$ cat src/jtlc_pkg.sv
// Shared types and constants for the journal transaction log controller.
// No dependencies; imported by every module of the block except the generic RAM.
`default_nettype none

package jtlc_pkg;

    localparam int LOG_ENTRIES = 30;
    localparam int IDX_W       = (LOG_ENTRIES > 1) ? $clog2(LOG_ENTRIES) : 1;
    localparam int CNT_W       = 5;
    localparam int BLK_W       = 32;
    localparam int KIND_W      = 4;
    localparam int CMD_W       = 2;
    localparam int CFG_IDX_W   = 2;
    localparam int BUDGET_W    = 5;
    localparam int OPS_W       = 5;

    // input commands
    localparam logic [CMD_W-1:0] CMD_BEGIN = 2'd0;
    localparam logic [CMD_W-1:0] CMD_END   = 2'd1;
    localparam logic [CMD_W-1:0] CMD_WRITE = 2'd2;
    localparam logic [CMD_W-1:0] CMD_NONE  = 2'd3;

    // configuration register indexes
    localparam logic [CFG_IDX_W-1:0] REG_LOG_START = 2'd0;
    localparam logic [CFG_IDX_W-1:0] REG_LOG_CAP   = 2'd1;
    localparam logic [CFG_IDX_W-1:0] REG_BUDGET    = 2'd2;

    // result kinds
    localparam logic [KIND_W-1:0] KIND_GRANTED    = 4'd0;
    localparam logic [KIND_W-1:0] KIND_REFUSED    = 4'd1;
    localparam logic [KIND_W-1:0] KIND_ENDED_OPEN = 4'd2;
    localparam logic [KIND_W-1:0] KIND_APPENDED   = 4'd3;
    localparam logic [KIND_W-1:0] KIND_ABSORBED   = 4'd4;
    localparam logic [KIND_W-1:0] KIND_FULL_ERR   = 4'd5;
    localparam logic [KIND_W-1:0] KIND_END_ERR    = 4'd6;
    localparam logic [KIND_W-1:0] KIND_COPY_LOG   = 4'd7;
    localparam logic [KIND_W-1:0] KIND_HDR_WRITE  = 4'd8;
    localparam logic [KIND_W-1:0] KIND_INSTALL    = 4'd9;
    localparam logic [KIND_W-1:0] KIND_HDR_CLEAR  = 4'd10;
    localparam logic [KIND_W-1:0] KIND_EMPTY      = 4'd11;

    // controller to datapath commands
    typedef struct packed {
        logic              load;
        logic              idx_clr;
        logic              idx_inc;
        logic              rd_en;
        logic              ram_we;
        logic              ent_inc;
        logic              ent_clr;
        logic              ops_inc;
        logic              ops_dec;
        logic              emit;
        logic [KIND_W-1:0] kind;
        logic              last;
    } jtlc_ctl_t;

    // datapath to controller status
    typedef struct packed {
        logic [CMD_W-1:0] cmd;
        logic             admit_ok;
        logic             ops_zero;
        logic             ops_one;
        logic             ent_zero;
        logic             full;
        logic             idx_last;
        logic             match;
        logic             out_free;
    } jtlc_stat_t;

endpackage

`default_nettype wire

$ cat src/jtlc_ram.sv
// Generic simple dual-port RAM: one write port, one read port, registered read.
// No dependencies.
`default_nettype none

module jtlc_ram #(
    parameter int WIDTH = 32,
    parameter int DEPTH = 30
) (
    input  wire logic                                        clk,
    input  wire logic                                        we,
    input  wire logic [((DEPTH > 1) ? $clog2(DEPTH) : 1)-1:0] waddr,
    input  wire logic [WIDTH-1:0]                            wdata,
    input  wire logic                                        re,
    input  wire logic [((DEPTH > 1) ? $clog2(DEPTH) : 1)-1:0] raddr,
    output logic      [WIDTH-1:0]                            rdata
);

    logic [WIDTH-1:0] mem [DEPTH];

    always_ff @(posedge clk)
    begin
        if (we)
        begin
            mem[waddr] <= wdata;
        end
        if (re)
        begin
            rdata <= mem[raddr];
        end
    end

endmodule

`default_nettype wire

$ cat src/jtlc_datapath.sv
// Datapath: configuration registers, counters, block table RAM and result register.
// Depends on jtlc_pkg and jtlc_ram.
`default_nettype none

module jtlc_datapath
    import jtlc_pkg::*;
(
    input  wire logic                 clk,
    input  wire logic                 rst_n,
    input  wire logic                 cfg_we,
    input  wire logic [CFG_IDX_W-1:0] cfg_index,
    input  wire logic [BLK_W-1:0]     cfg_data,
    input  wire logic [CMD_W-1:0]     cmd,
    input  wire logic [BLK_W-1:0]     block_no,
    input  wire jtlc_ctl_t            ctl,
    output jtlc_stat_t                stat,
    output logic                      out_valid,
    input  wire logic                 out_ready,
    output logic [KIND_W-1:0]         kind,
    output logic [BLK_W-1:0]          src_block,
    output logic [BLK_W-1:0]          dst_block,
    output logic [CNT_W-1:0]          header_count,
    output logic                      last
);

    localparam int PROD_W = OPS_W + 1 + BUDGET_W;
    localparam int NEED_W = PROD_W + 1;

    logic [BLK_W-1:0]    log_start_reg;
    logic [CNT_W-1:0]    log_cap_reg;
    logic [BUDGET_W-1:0] budget_reg;

    logic [CMD_W-1:0]    cmd_reg;
    logic [BLK_W-1:0]    blk_reg;
    logic [CNT_W-1:0]    entry_count_reg;
    logic [CNT_W-1:0]    entry_count_next;
    logic [OPS_W-1:0]    active_ops_reg;
    logic [OPS_W-1:0]    active_ops_next;
    logic [IDX_W-1:0]    idx_reg;
    logic [IDX_W-1:0]    idx_next;

    logic                out_valid_reg;
    logic [KIND_W-1:0]   kind_reg;
    logic [BLK_W-1:0]    src_reg;
    logic [BLK_W-1:0]    dst_reg;
    logic [CNT_W-1:0]    hc_reg;
    logic                last_reg;

    logic [BLK_W-1:0]    rdata;
    logic [BLK_W-1:0]    slot_block;
    logic [BLK_W-1:0]    src_sel;
    logic [BLK_W-1:0]    dst_sel;
    logic [CNT_W-1:0]    hc_sel;
    logic [OPS_W:0]      ops_plus;
    logic [PROD_W-1:0]   reserve;
    logic [NEED_W-1:0]   need;
    logic                out_free;

    // configuration
    always_ff @(posedge clk or negedge rst_n)
    begin
        if (!rst_n)
        begin
            log_start_reg <= BLK_W'(2);
            log_cap_reg   <= CNT_W'(30);
            budget_reg    <= BUDGET_W'(10);
        end
        else if (cfg_we)
        begin
            unique case (cfg_index)
                REG_LOG_START: log_start_reg <= cfg_data;
                REG_LOG_CAP:   log_cap_reg   <= cfg_data[CNT_W-1:0];
                REG_BUDGET:    budget_reg    <= cfg_data[BUDGET_W-1:0];
                default:       ;
            endcase
        end
    end

    // captured transaction
    always_ff @(posedge clk)
    begin
        if (ctl.load)
        begin
            cmd_reg <= cmd;
            blk_reg <= block_no;
        end
    end

    always_comb
    begin
        idx_next = idx_reg;
        if (ctl.idx_clr)
        begin
            idx_next = '0;
        end
        else if (ctl.idx_inc)
        begin
            idx_next = idx_reg + IDX_W'(1);
        end

        entry_count_next = entry_count_reg;
        if (ctl.ent_clr)
        begin
            entry_count_next = '0;
        end
        else if (ctl.ent_inc)
        begin
            entry_count_next = entry_count_reg + CNT_W'(1);
        end

        active_ops_next = active_ops_reg;
        if (ctl.ops_inc)
        begin
            active_ops_next = active_ops_reg + OPS_W'(1);
        end
        else if (ctl.ops_dec)
        begin
            active_ops_next = active_ops_reg - OPS_W'(1);
        end
    end

    always_ff @(posedge clk or negedge rst_n)
    begin
        if (!rst_n)
        begin
            entry_count_reg <= '0;
            active_ops_reg  <= '0;
            idx_reg         <= '0;
        end
        else
        begin
            entry_count_reg <= entry_count_next;
            active_ops_reg  <= active_ops_next;
            idx_reg         <= idx_next;
        end
    end

    // read address follows idx_next so the registered read data lines up with idx_reg
    jtlc_ram #(
        .WIDTH (BLK_W),
        .DEPTH (LOG_ENTRIES)
    ) u_table (
        .clk   (clk),
        .we    (ctl.ram_we),
        .waddr (entry_count_reg[IDX_W-1:0]),
        .wdata (blk_reg),
        .re    (ctl.rd_en),
        .raddr (idx_next),
        .rdata (rdata)
    );

    // admission: entry_count + (active_ops + 1) * budget <= LOG_ENTRIES and active_ops below its maximum
    assign ops_plus = {1'b0, active_ops_reg} + (OPS_W + 1)'(1);
    assign reserve  = PROD_W'(ops_plus) * PROD_W'(budget_reg);
    assign need     = NEED_W'(reserve) + NEED_W'(entry_count_reg);

    assign slot_block = log_start_reg + BLK_W'(idx_reg) + BLK_W'(1);
    assign out_free   = !out_valid_reg || out_ready;

    always_comb
    begin
        stat.cmd      = cmd_reg;
        stat.admit_ok = (need <= NEED_W'(LOG_ENTRIES)) && (active_ops_reg != '1);
        stat.ops_zero = (active_ops_reg == '0);
        stat.ops_one  = (active_ops_reg == OPS_W'(1));
        stat.ent_zero = (entry_count_reg == '0);
        stat.full     = (entry_count_reg >= CNT_W'(LOG_ENTRIES)) ||
                        (entry_count_reg >= log_cap_reg);
        stat.idx_last = ((CNT_W'(idx_reg) + CNT_W'(1)) == entry_count_reg);
        stat.match    = (rdata == blk_reg);
        stat.out_free = out_free;
    end

    always_comb
    begin
        src_sel = '0;
        dst_sel = '0;
        hc_sel  = '0;
        unique case (ctl.kind)
            KIND_COPY_LOG:
            begin
                src_sel = rdata;
                dst_sel = slot_block;
            end
            KIND_HDR_WRITE:
            begin
                dst_sel = log_start_reg;
                hc_sel  = entry_count_reg;
            end
            KIND_INSTALL:
            begin
                src_sel = slot_block;
                dst_sel = rdata;
            end
            KIND_HDR_CLEAR:
            begin
                dst_sel = log_start_reg;
            end
            default: ;
        endcase
    end

    // result register
    always_ff @(posedge clk or negedge rst_n)
    begin
        if (!rst_n)
        begin
            out_valid_reg <= 1'b0;
        end
        else if (ctl.emit)
        begin
            out_valid_reg <= 1'b1;
        end
        else if (out_ready)
        begin
            out_valid_reg <= 1'b0;
        end
    end

    always_ff @(posedge clk)
    begin
        if (ctl.emit)
        begin
            kind_reg <= ctl.kind;
            src_reg  <= src_sel;
            dst_reg  <= dst_sel;
            hc_reg   <= hc_sel;
            last_reg <= ctl.last;
        end
    end

    assign out_valid    = out_valid_reg;
    assign kind         = kind_reg;
    assign src_block    = src_reg;
    assign dst_block    = dst_reg;
    assign header_count = hc_reg;
    assign last         = last_reg;

    a_count_bound: assert property (@(posedge clk) disable iff (!rst_n)
        entry_count_reg <= CNT_W'(LOG_ENTRIES))
        else $error("entry count beyond table depth");

    a_emit_free: assert property (@(posedge clk) disable iff (!rst_n)
        ctl.emit |-> out_free)
        else $error("result overwritten before it was taken");

    a_write_room: assert property (@(posedge clk) disable iff (!rst_n)
        ctl.ram_we |-> !stat.full)
        else $error("table written while full");

    a_read_range: assert property (@(posedge clk) disable iff (!rst_n)
        ctl.rd_en |-> (CNT_W'(idx_next) < entry_count_reg))
        else $error("table read beyond logged entries");

endmodule

`default_nettype wire

$ cat src/jtlc_ctrl.sv
// Controller state machine: dispatch, table search and commit sequencing.
// Depends on jtlc_pkg.
`default_nettype none

module jtlc_ctrl
    import jtlc_pkg::*;
(
    input  wire logic       clk,
    input  wire logic       rst_n,
    input  wire logic       in_valid,
    output logic            in_ready,
    input  wire jtlc_stat_t stat,
    output jtlc_ctl_t       ctl
);

    localparam logic [3:0] ST_IDLE     = 4'd0;
    localparam logic [3:0] ST_DISPATCH = 4'd1;
    localparam logic [3:0] ST_SEARCH   = 4'd2;
    localparam logic [3:0] ST_ABSORB   = 4'd3;
    localparam logic [3:0] ST_APPEND   = 4'd4;
    localparam logic [3:0] ST_COPY     = 4'd5;
    localparam logic [3:0] ST_HEADER   = 4'd6;
    localparam logic [3:0] ST_INSTALL  = 4'd7;
    localparam logic [3:0] ST_CLEAR    = 4'd8;

    logic [3:0] state_reg;
    logic [3:0] state_next;

    always_comb
    begin
        state_next = state_reg;
        in_ready   = 1'b0;
        ctl        = '0;

        unique case (state_reg)
            ST_IDLE:
            begin
                in_ready = 1'b1;
                if (in_valid)
                begin
                    ctl.load   = 1'b1;
                    state_next = ST_DISPATCH;
                end
            end

            ST_DISPATCH:
            begin
                unique case (stat.cmd)
                    CMD_BEGIN:
                    begin
                        if (stat.out_free)
                        begin
                            ctl.emit    = 1'b1;
                            ctl.last    = 1'b1;
                            ctl.kind    = stat.admit_ok ? KIND_GRANTED : KIND_REFUSED;
                            ctl.ops_inc = stat.admit_ok;
                            state_next  = ST_IDLE;
                        end
                    end
                    CMD_END:
                    begin
                        if (!stat.ops_zero && stat.ops_one && !stat.ent_zero)
                        begin
                            // last end with blocks logged: start the commit
                            ctl.ops_dec = 1'b1;
                            ctl.idx_clr = 1'b1;
                            ctl.rd_en   = 1'b1;
                            state_next  = ST_COPY;
                        end
                        else if (stat.out_free)
                        begin
                            ctl.emit = 1'b1;
                            ctl.last = 1'b1;
                            if (stat.ops_zero)
                            begin
                                ctl.kind = KIND_END_ERR;
                            end
                            else
                            begin
                                ctl.ops_dec = 1'b1;
                                ctl.kind    = stat.ops_one ? KIND_EMPTY : KIND_ENDED_OPEN;
                            end
                            state_next = ST_IDLE;
                        end
                    end
                    CMD_WRITE:
                    begin
                        if (stat.full)
                        begin
                            if (stat.out_free)
                            begin
                                ctl.emit   = 1'b1;
                                ctl.last   = 1'b1;
                                ctl.kind   = KIND_FULL_ERR;
                                state_next = ST_IDLE;
                            end
                        end
                        else if (stat.ent_zero)
                        begin
                            state_next = ST_APPEND;
                        end
                        else
                        begin
                            ctl.idx_clr = 1'b1;
                            ctl.rd_en   = 1'b1;
                            state_next  = ST_SEARCH;
                        end
                    end
                    CMD_NONE:
                    begin
                        state_next = ST_IDLE;
                    end
                    default:
                    begin
                        state_next = ST_IDLE;
                    end
                endcase
            end

            ST_SEARCH:
            begin
                if (stat.match)
                begin
                    state_next = ST_ABSORB;
                end
                else if (stat.idx_last)
                begin
                    state_next = ST_APPEND;
                end
                else
                begin
                    ctl.idx_inc = 1'b1;
                    ctl.rd_en   = 1'b1;
                end
            end

            ST_ABSORB:
            begin
                if (stat.out_free)
                begin
                    ctl.emit   = 1'b1;
                    ctl.last   = 1'b1;
                    ctl.kind   = KIND_ABSORBED;
                    state_next = ST_IDLE;
                end
            end

            ST_APPEND:
            begin
                if (stat.out_free)
                begin
                    ctl.ram_we  = 1'b1;
                    ctl.ent_inc = 1'b1;
                    ctl.emit    = 1'b1;
                    ctl.last    = 1'b1;
                    ctl.kind    = KIND_APPENDED;
                    state_next  = ST_IDLE;
                end
            end

            ST_COPY:
            begin
                if (stat.out_free)
                begin
                    ctl.emit = 1'b1;
                    ctl.kind = KIND_COPY_LOG;
                    if (stat.idx_last)
                    begin
                        state_next = ST_HEADER;
                    end
                    else
                    begin
                        ctl.idx_inc = 1'b1;
                        ctl.rd_en   = 1'b1;
                    end
                end
            end

            ST_HEADER:
            begin
                if (stat.out_free)
                begin
                    ctl.emit    = 1'b1;
                    ctl.kind    = KIND_HDR_WRITE;
                    ctl.idx_clr = 1'b1;
                    ctl.rd_en   = 1'b1;
                    state_next  = ST_INSTALL;
                end
            end

            ST_INSTALL:
            begin
                if (stat.out_free)
                begin
                    ctl.emit = 1'b1;
                    ctl.kind = KIND_INSTALL;
                    if (stat.idx_last)
                    begin
                        state_next = ST_CLEAR;
                    end
                    else
                    begin
                        ctl.idx_inc = 1'b1;
                        ctl.rd_en   = 1'b1;
                    end
                end
            end

            ST_CLEAR:
            begin
                if (stat.out_free)
                begin
                    ctl.emit    = 1'b1;
                    ctl.last    = 1'b1;
                    ctl.kind    = KIND_HDR_CLEAR;
                    ctl.ent_clr = 1'b1;
                    state_next  = ST_IDLE;
                end
            end

            default:
            begin
                state_next = ST_IDLE;
            end
        endcase
    end

    always_ff @(posedge clk or negedge rst_n)
    begin
        if (!rst_n)
        begin
            state_reg <= ST_IDLE;
        end
        else
        begin
            state_reg <= state_next;
        end
    end

    a_accept_dispatch: assert property (@(posedge clk) disable iff (!rst_n)
        (in_valid && in_ready) |=> (state_reg == ST_DISPATCH))
        else $error("accepted transaction not dispatched");

    a_last_to_idle: assert property (@(posedge clk) disable iff (!rst_n)
        (ctl.emit && ctl.last) |=> (state_reg == ST_IDLE))
        else $error("final result without return to idle");

endmodule

`default_nettype wire

$ cat src/journal_transaction_log_controller.sv
// Top level of the redo-log controller: ties the controller to the datapath.
// Depends on jtlc_pkg, jtlc_ctrl and jtlc_datapath.
//
//  channel | handshake                | payload
//  --------+--------------------------+-----------------------------------------------
//  in      | in_valid / in_ready      | cmd, block_no
//  out     | out_valid / out_ready    | kind, src_block, dst_block, header_count, last
//  cfg     | cfg_we (no wait)         | cfg_index, cfg_data
//
// One transaction at a time: accept, dispatch, then results.
// Begin, end and full error load the result register from the dispatch state once it is free;
// an end that starts a commit goes to the copy state instead. A block write walks the table
// one entry a cycle (RAM read port), then loads its result from the absorb or append state.
// A commit emits 2*entry_count+2 results, one per cycle while out_ready holds.
// Output stalls just hold the sequencer; results stay in the output register.
// Reset is asynchronous; the table RAM is not cleared, only entries below the count are read.
`default_nettype none

module journal_transaction_log_controller
    import jtlc_pkg::*;
(
    input  wire logic                 clk,
    input  wire logic                 rst_n,
    input  wire logic                 cfg_we,
    input  wire logic [CFG_IDX_W-1:0] cfg_index,
    input  wire logic [BLK_W-1:0]     cfg_data,
    input  wire logic                 in_valid,
    output logic                      in_ready,
    input  wire logic [CMD_W-1:0]     cmd,
    input  wire logic [BLK_W-1:0]     block_no,
    output logic                      out_valid,
    input  wire logic                 out_ready,
    output logic [KIND_W-1:0]         kind,
    output logic [BLK_W-1:0]          src_block,
    output logic [BLK_W-1:0]          dst_block,
    output logic [CNT_W-1:0]          header_count,
    output logic                      last
);

    jtlc_ctl_t  ctl;
    jtlc_stat_t stat;

    jtlc_ctrl u_ctrl (
        .clk      (clk),
        .rst_n    (rst_n),
        .in_valid (in_valid),
        .in_ready (in_ready),
        .stat     (stat),
        .ctl      (ctl)
    );

    jtlc_datapath u_datapath (
        .clk          (clk),
        .rst_n        (rst_n),
        .cfg_we       (cfg_we),
        .cfg_index    (cfg_index),
        .cfg_data     (cfg_data),
        .cmd          (cmd),
        .block_no     (block_no),
        .ctl          (ctl),
        .stat         (stat),
        .out_valid    (out_valid),
        .out_ready    (out_ready),
        .kind         (kind),
        .src_block    (src_block),
        .dst_block    (dst_block),
        .header_count (header_count),
        .last         (last)
    );

endmodule

`default_nettype wire
$ cat config.mk
export PLATFORM = sky130hd
export DESIGN_NAME = journal_transaction_log_controller
export DESIGN_NICKNAME = d
export VERILOG_FILES = /design/src/jtlc_pkg.sv /design/src/jtlc_ram.sv /design/src/jtlc_datapath.sv /design/src/jtlc_ctrl.sv /design/src/journal_transaction_log_controller.sv
export SDC_FILE = /design/constraint.sdc
export NUM_CORES = 2
export LEC_CHECK = 0
export ABC_CLOCK_PERIOD_IN_PS = 5550
export BUFFER_PORTS_ARGS = -buffer_cell sky130_fd_sc_hd__buf_4
export CORE_UTILIZATION = 56
export DETAILED_ROUTE_END_ITERATION = 8
export MAX_ROUTING_LAYER = met4
export PLACE_DENSITY = 0.86
export SKIP_LAST_GASP = 1
export SYNTH_ARGS = -nofsm -noshare
export SYNTH_HDL_FRONTEND = slang
export SYNTH_SLANG_ARGS = --single-unit
export TNS_END_PERCENT = 50
$ cat constraint.sdc
create_clock -name clk -period 5.55 [get_ports clk]
set_input_delay 0.2775 -clock clk [delete_from_list [all_inputs] [get_ports clk]]
set_output_delay 0.2775 -clock clk [all_outputs]
set_load 0.02 [all_outputs]
==> results of run 1 <==
## metrics by stage
stage	cells	setup WS [ns]	instance area, sq um
3_5_place_dp	4822	-0.356	51300
5_1_grt	5114	-0.0438	55900
4_1_cts	5101	0.00809	55700
3_3_place_gp	4822	-0.184	51300
2_1_floorplan	3595	0.0376	48100
## logic make-up after synthesis
logic type                 after synthesis  share of synthesized area (%)
muxes                                   33                          0.762
buffers and inverters                  295                           2.77
xor gates and xnor gates                68                           1.29
and+or+nand+nor                        989                           8.73
AOI/OAI and AO/OA                      983                           12.5
DFF                                   1162                           71.9
adders and majority gates               65                           1.97
## metal layers
layer	global-route usage [%]
met1	40.8
met2	51.1
met5	-
met4	18.4
met3	9.94
## repair_timing
item / in CTS / in global routing
hold endpoints to repair: 131 / 0
resized for setup: 19 / 30
hold buffers: 67 / 0
setup buffers: 3 / 10
pin swaps: 9 / 19
setup endpoints to repair: 65 / 53
gates cloned: 0 / 2
==> flow_summary.ini, run 1 <==
[status]
status = aborted with a tool error
lastStage = detailed routing (5_2_route)
firstError = [ERROR DRT-0255] Maze Route cannot find path of net cfg_data[17] in worker of routeBox ( 241500 193200 ) ( 295015 241500 ).

[logic_synthesis]
synth_async_sr_flop_share_pct = 5.34
postSynthCellCount = 3595
yosysSeqAreaShare_pct = 71.9
synth_ff_type = edfxtp_1
synthDistinctLibCells = 70
synth_most_common_cell = edfxtp_1
ys_ff_latch = 1162
syn_area_sq_mm = 0.0481
yosysTopAreaCell = edfxtp_1
syn_nets = 3733
ys_top_cells_by_area = edfxtp_1 (69%), nand2_1 (5.2%), a21oi_1 (4.6%)
syn_area_per_cell_sq_um = 13.4
yosys.area.top_type_share_pct = 68.7
synth_common_cells = edfxtp_1 (1100), nand2_1 (662), a21oi_1 (438)
yosysWarningCount = 0
synth-edff-count = 1100

[global_routing]
track_usage_pct = 33.7
overflow = 0
grt_pass1_wl_mm = 209
grt_max_degree = 141
first_global_vias = 33800
antenna_found_initial = 3

[floorplanning]
die_x_microns = 295
num_rows = 107
ios = 149
fp.dieH_microns = 295
start_util_pct = 56.5

[place]
place.gp.congestion = 0.907
port_buffers = 148
place_hpwl_mm = 81.3

[clock_network]
numCtsBuffers = 111
cts_sinks = 1162
h-tree-depth = 3
clockBufferDepth = 3
clockRootBuffer = clkbuf_16

[sta]
postGrtWorstEndpoint = u_datapath.dst_block[19]$_DFFE_PP_/D
worst-endpoint-pin-kind = sequential cell input
==> run 2: changes to the inputs <==
- ABC_CLOCK_PERIOD_IN_PS: 5550 -> 7200
- CORE_UTILIZATION: 56 -> 40
- MAX_ROUTING_LAYER: met4 -> default
- PLACE_DENSITY: 0.86 -> default
- PLACE_DENSITY_LB_ADDON: default -> 0.15
- clock period: 5.55 -> 7.2 ns (I/O delays scaled with it)
==> run 2 against run 1 <==
Effect of this change:
- the run now ends clean
- synthesized area unchanged
- global-route usage is 10 points lower
- synthesized cell count is the same
==> flow_summary.ini, run 2 <==
[status]
status = finished clean

[sta]
setup_tns_ns = 0
fin_skew_ns = 0.0285
layout_worst_path_cycle_share_pct = 89.4
rsz0062_at_grt = no
timing.final.ws_setup_ns = 0.765
finalMaxSlewViolations = 0
min_period_ns = 6.44
hold_viol = 0
fmax_mhz = 155
relSlewSlack_pct = 20.5
setup_viol = 0
max_slew.worst_pin.slew_ns = 1.19

[finish]
regMostFlops = u_datapath.u_table.mem
register_area_sq_mm = 0.0346
largest_register_ffs = 960
drive_above_1_share_pct = 13.3
diodes = 0
final_common_cell = edfxtp_1
multiInputGateArea_sq_mm = 0.0125
area_growth_pct = 16.0
finalNetCount = 3958
num-fill-cells = 10600
final_cell_mix = edfxtp_1 (1100), nand2_1 (656), a21oi_1 (438), buf_4 (246), a22oi_1 (200)
instances_no_fill = 5515

[logic_synthesis]
synth_async_sr_flop_share_pct = 5.34
synth_common_cells = edfxtp_1 (1100), nand2_1 (662), a21oi_1 (438)
synth-edff-count = 1100
postSynthCellCount = 3595
syn_area_sq_mm = 0.0481
synthDistinctLibCells = 70
synth_most_common_cell = edfxtp_1
ys_ff_latch = 1162
syn_nets = 3733
yosysWarningCount = 0
yosys.area.top_type_share_pct = 68.7
synth_ff_type = edfxtp_1
syn_area_per_cell_sq_um = 13.4
ys_top_cells_by_area = edfxtp_1 (69%), nand2_1 (5.2%), a21oi_1 (4.6%)
yosysSeqAreaShare_pct = 71.9
yosysTopAreaCell = edfxtp_1

[min_path]
hold_depth = 5
hold_start = out_ready
hold_class = primary input to register
whs_endpoint = u_ctrl.state_reg[3]

[drt]
met1Wirelength_mm = 64.0
via_per_inst = 5.64
dr_wl_met3_mm = 11.0
top_layer = met5
first_iter_violations = 3531
drt_pass1_iterations = 6
route.detailed.drc = 0
drt-total-wl_mm = 144
dr_wl_met2_mm = 65.4
vias = 31100
avgRoutedWirePerCell_microns = 26.1
ant_nets = 0

[power]
p_leak_nw = 19.4
power.density_mw_per_mm2 = 472
irDropWorstVdd_uv = 601
p_total_mw = 26.3

[floorplanning]
num_rows = 126
die_x_microns = 349
start_util_pct = 40.6
die_area_sq_mm = 0.122
fp.dieH_microns = 349
ios = 149
fp.coreArea_sq_mm = 0.119

[setup_path]
criticalPathCategory = register to register
timing.rr.start = u_datapath.active_ops_reg[0]
cp_max_fo = 18
cp-start-kind = register
crit_arrival_ns = 6.90
required_ns = 7.66
r2r.worst_path.cells = 19
worst_r2r_endpoint = u_datapath.dst_block[11]
r2r_slack_ns = 0.76
end_kind = register

[place]
port_buffers = 148
place_hpwl_mm = 80.6
place.gp.congestion = 0.823
pre_cts_ws_ns = 0.698
dpl.cell_count = 5231

[global_routing]
track_usage_pct = 23.4
first_global_vias = 29600
antenna_found_initial = 3
overflow = 0
grt_max_degree = 147
grt_pass1_wl_mm = 207

[clock_network]
clk_pin_slew_ns = 0.07
numCtsBuffers = 120
cts_tree = done
cts_resized = 0
hold_buffers = 67
cts_sinks = 1162
h-tree-depth = 3
clockRootBuffer = clkbuf_16
cts_setup_buffers = 0
clk_latency_ns = 0.72
clockBufferDepth = 3

[job]
maxCapViolations = 0
-- run 2: cell counts after synthesis --
Identical to the previous run, type by type.
-- run 2: power by group --
group / switching (mW) / internal [mW]
Combinational: 7.59 / 3.63
Sequential: 0.687 / 8.50
Clock: 2.60 / 3.30
-- run 2: worst max-delay path, cell delays in order (launching register included) --
cell	delay [ns]
dfrtp_1	0.49
ha_1	0.29
and3_1	0.20
ha_1	0.38
nand2_1	0.11
fa_1	0.50
fa_1	0.50
fa_1	0.49
inv_1	0.04
ha_1	0.29
nor2b_1	0.15
o21ai_0	0.26
a21boi_0	0.13
o21ai_0	0.24
nor3b_1	0.27
o21ai_0	0.13
nor4_2	0.72
or2_2	0.53
o21ai_0	0.16
a221o_1	0.30
-- run 2: logic make-up after synthesis --
family          Yosys count  share of synthesized area [%]
compound gates          983                           12.5
xor+xnor                 68                           1.29
fa+ha+maj                65                           1.97
simple gates            989                           8.73
buf+inv                 295                           2.77
mux                      33                          0.762
flops                  1162                           71.9
-- run 2: through the flow --
step,hold slack [ns],area [sq um],utilization [%]
detailed placement,0.509,51400,43.4
floorplan,0.0644,48100,-
global route,0.192,55800,47.1
CTS,0.138,55800,47.1
global placement,0.519,51400,43.4
finish,0.190,55800,47.1
-- run 2: how the worst max path moves through the flow --
stage                                 start                        to  slack [ns]
2_1_floorplan  u_datapath.active_ops_reg[0]  u_datapath.dst_block[30]        1.69
3_3_place_gp   u_datapath.active_ops_reg[0]  u_datapath.dst_block[18]        0.79
3_5_place_dp   u_datapath.active_ops_reg[0]  u_datapath.dst_block[18]        0.70
4_1_cts        u_datapath.active_ops_reg[0]  u_datapath.dst_block[28]        0.70
5_1_grt        u_datapath.active_ops_reg[0]  u_datapath.dst_block[18]        0.32
6_report       u_datapath.active_ops_reg[0]  u_datapath.dst_block[11]        0.76
-- run 2: layout make-up --
class                           count  share of cell area, %
Timing Repair Buffer              325                   4.94
Multi-Input combinational cell   2138                   22.4
Clock buffer                      154                   5.74
Inverter                           73                  0.527
Tap cell                         1600                   3.59
Clock inverter                     63                  0.843
Sequential cell                  1162                   62.0
-- run 2: layer usage --
metal | GRT usage (%) | vias to the layer above
met1 | 33.9 | 15700
met5 | 0 | -
li1 | - | 14000
met2 | 36.2 | 1180
met4 | 6.36 | 2
met3 | 4.08 | 224
No activity file was read; power rests on OpenSTA's default activity.
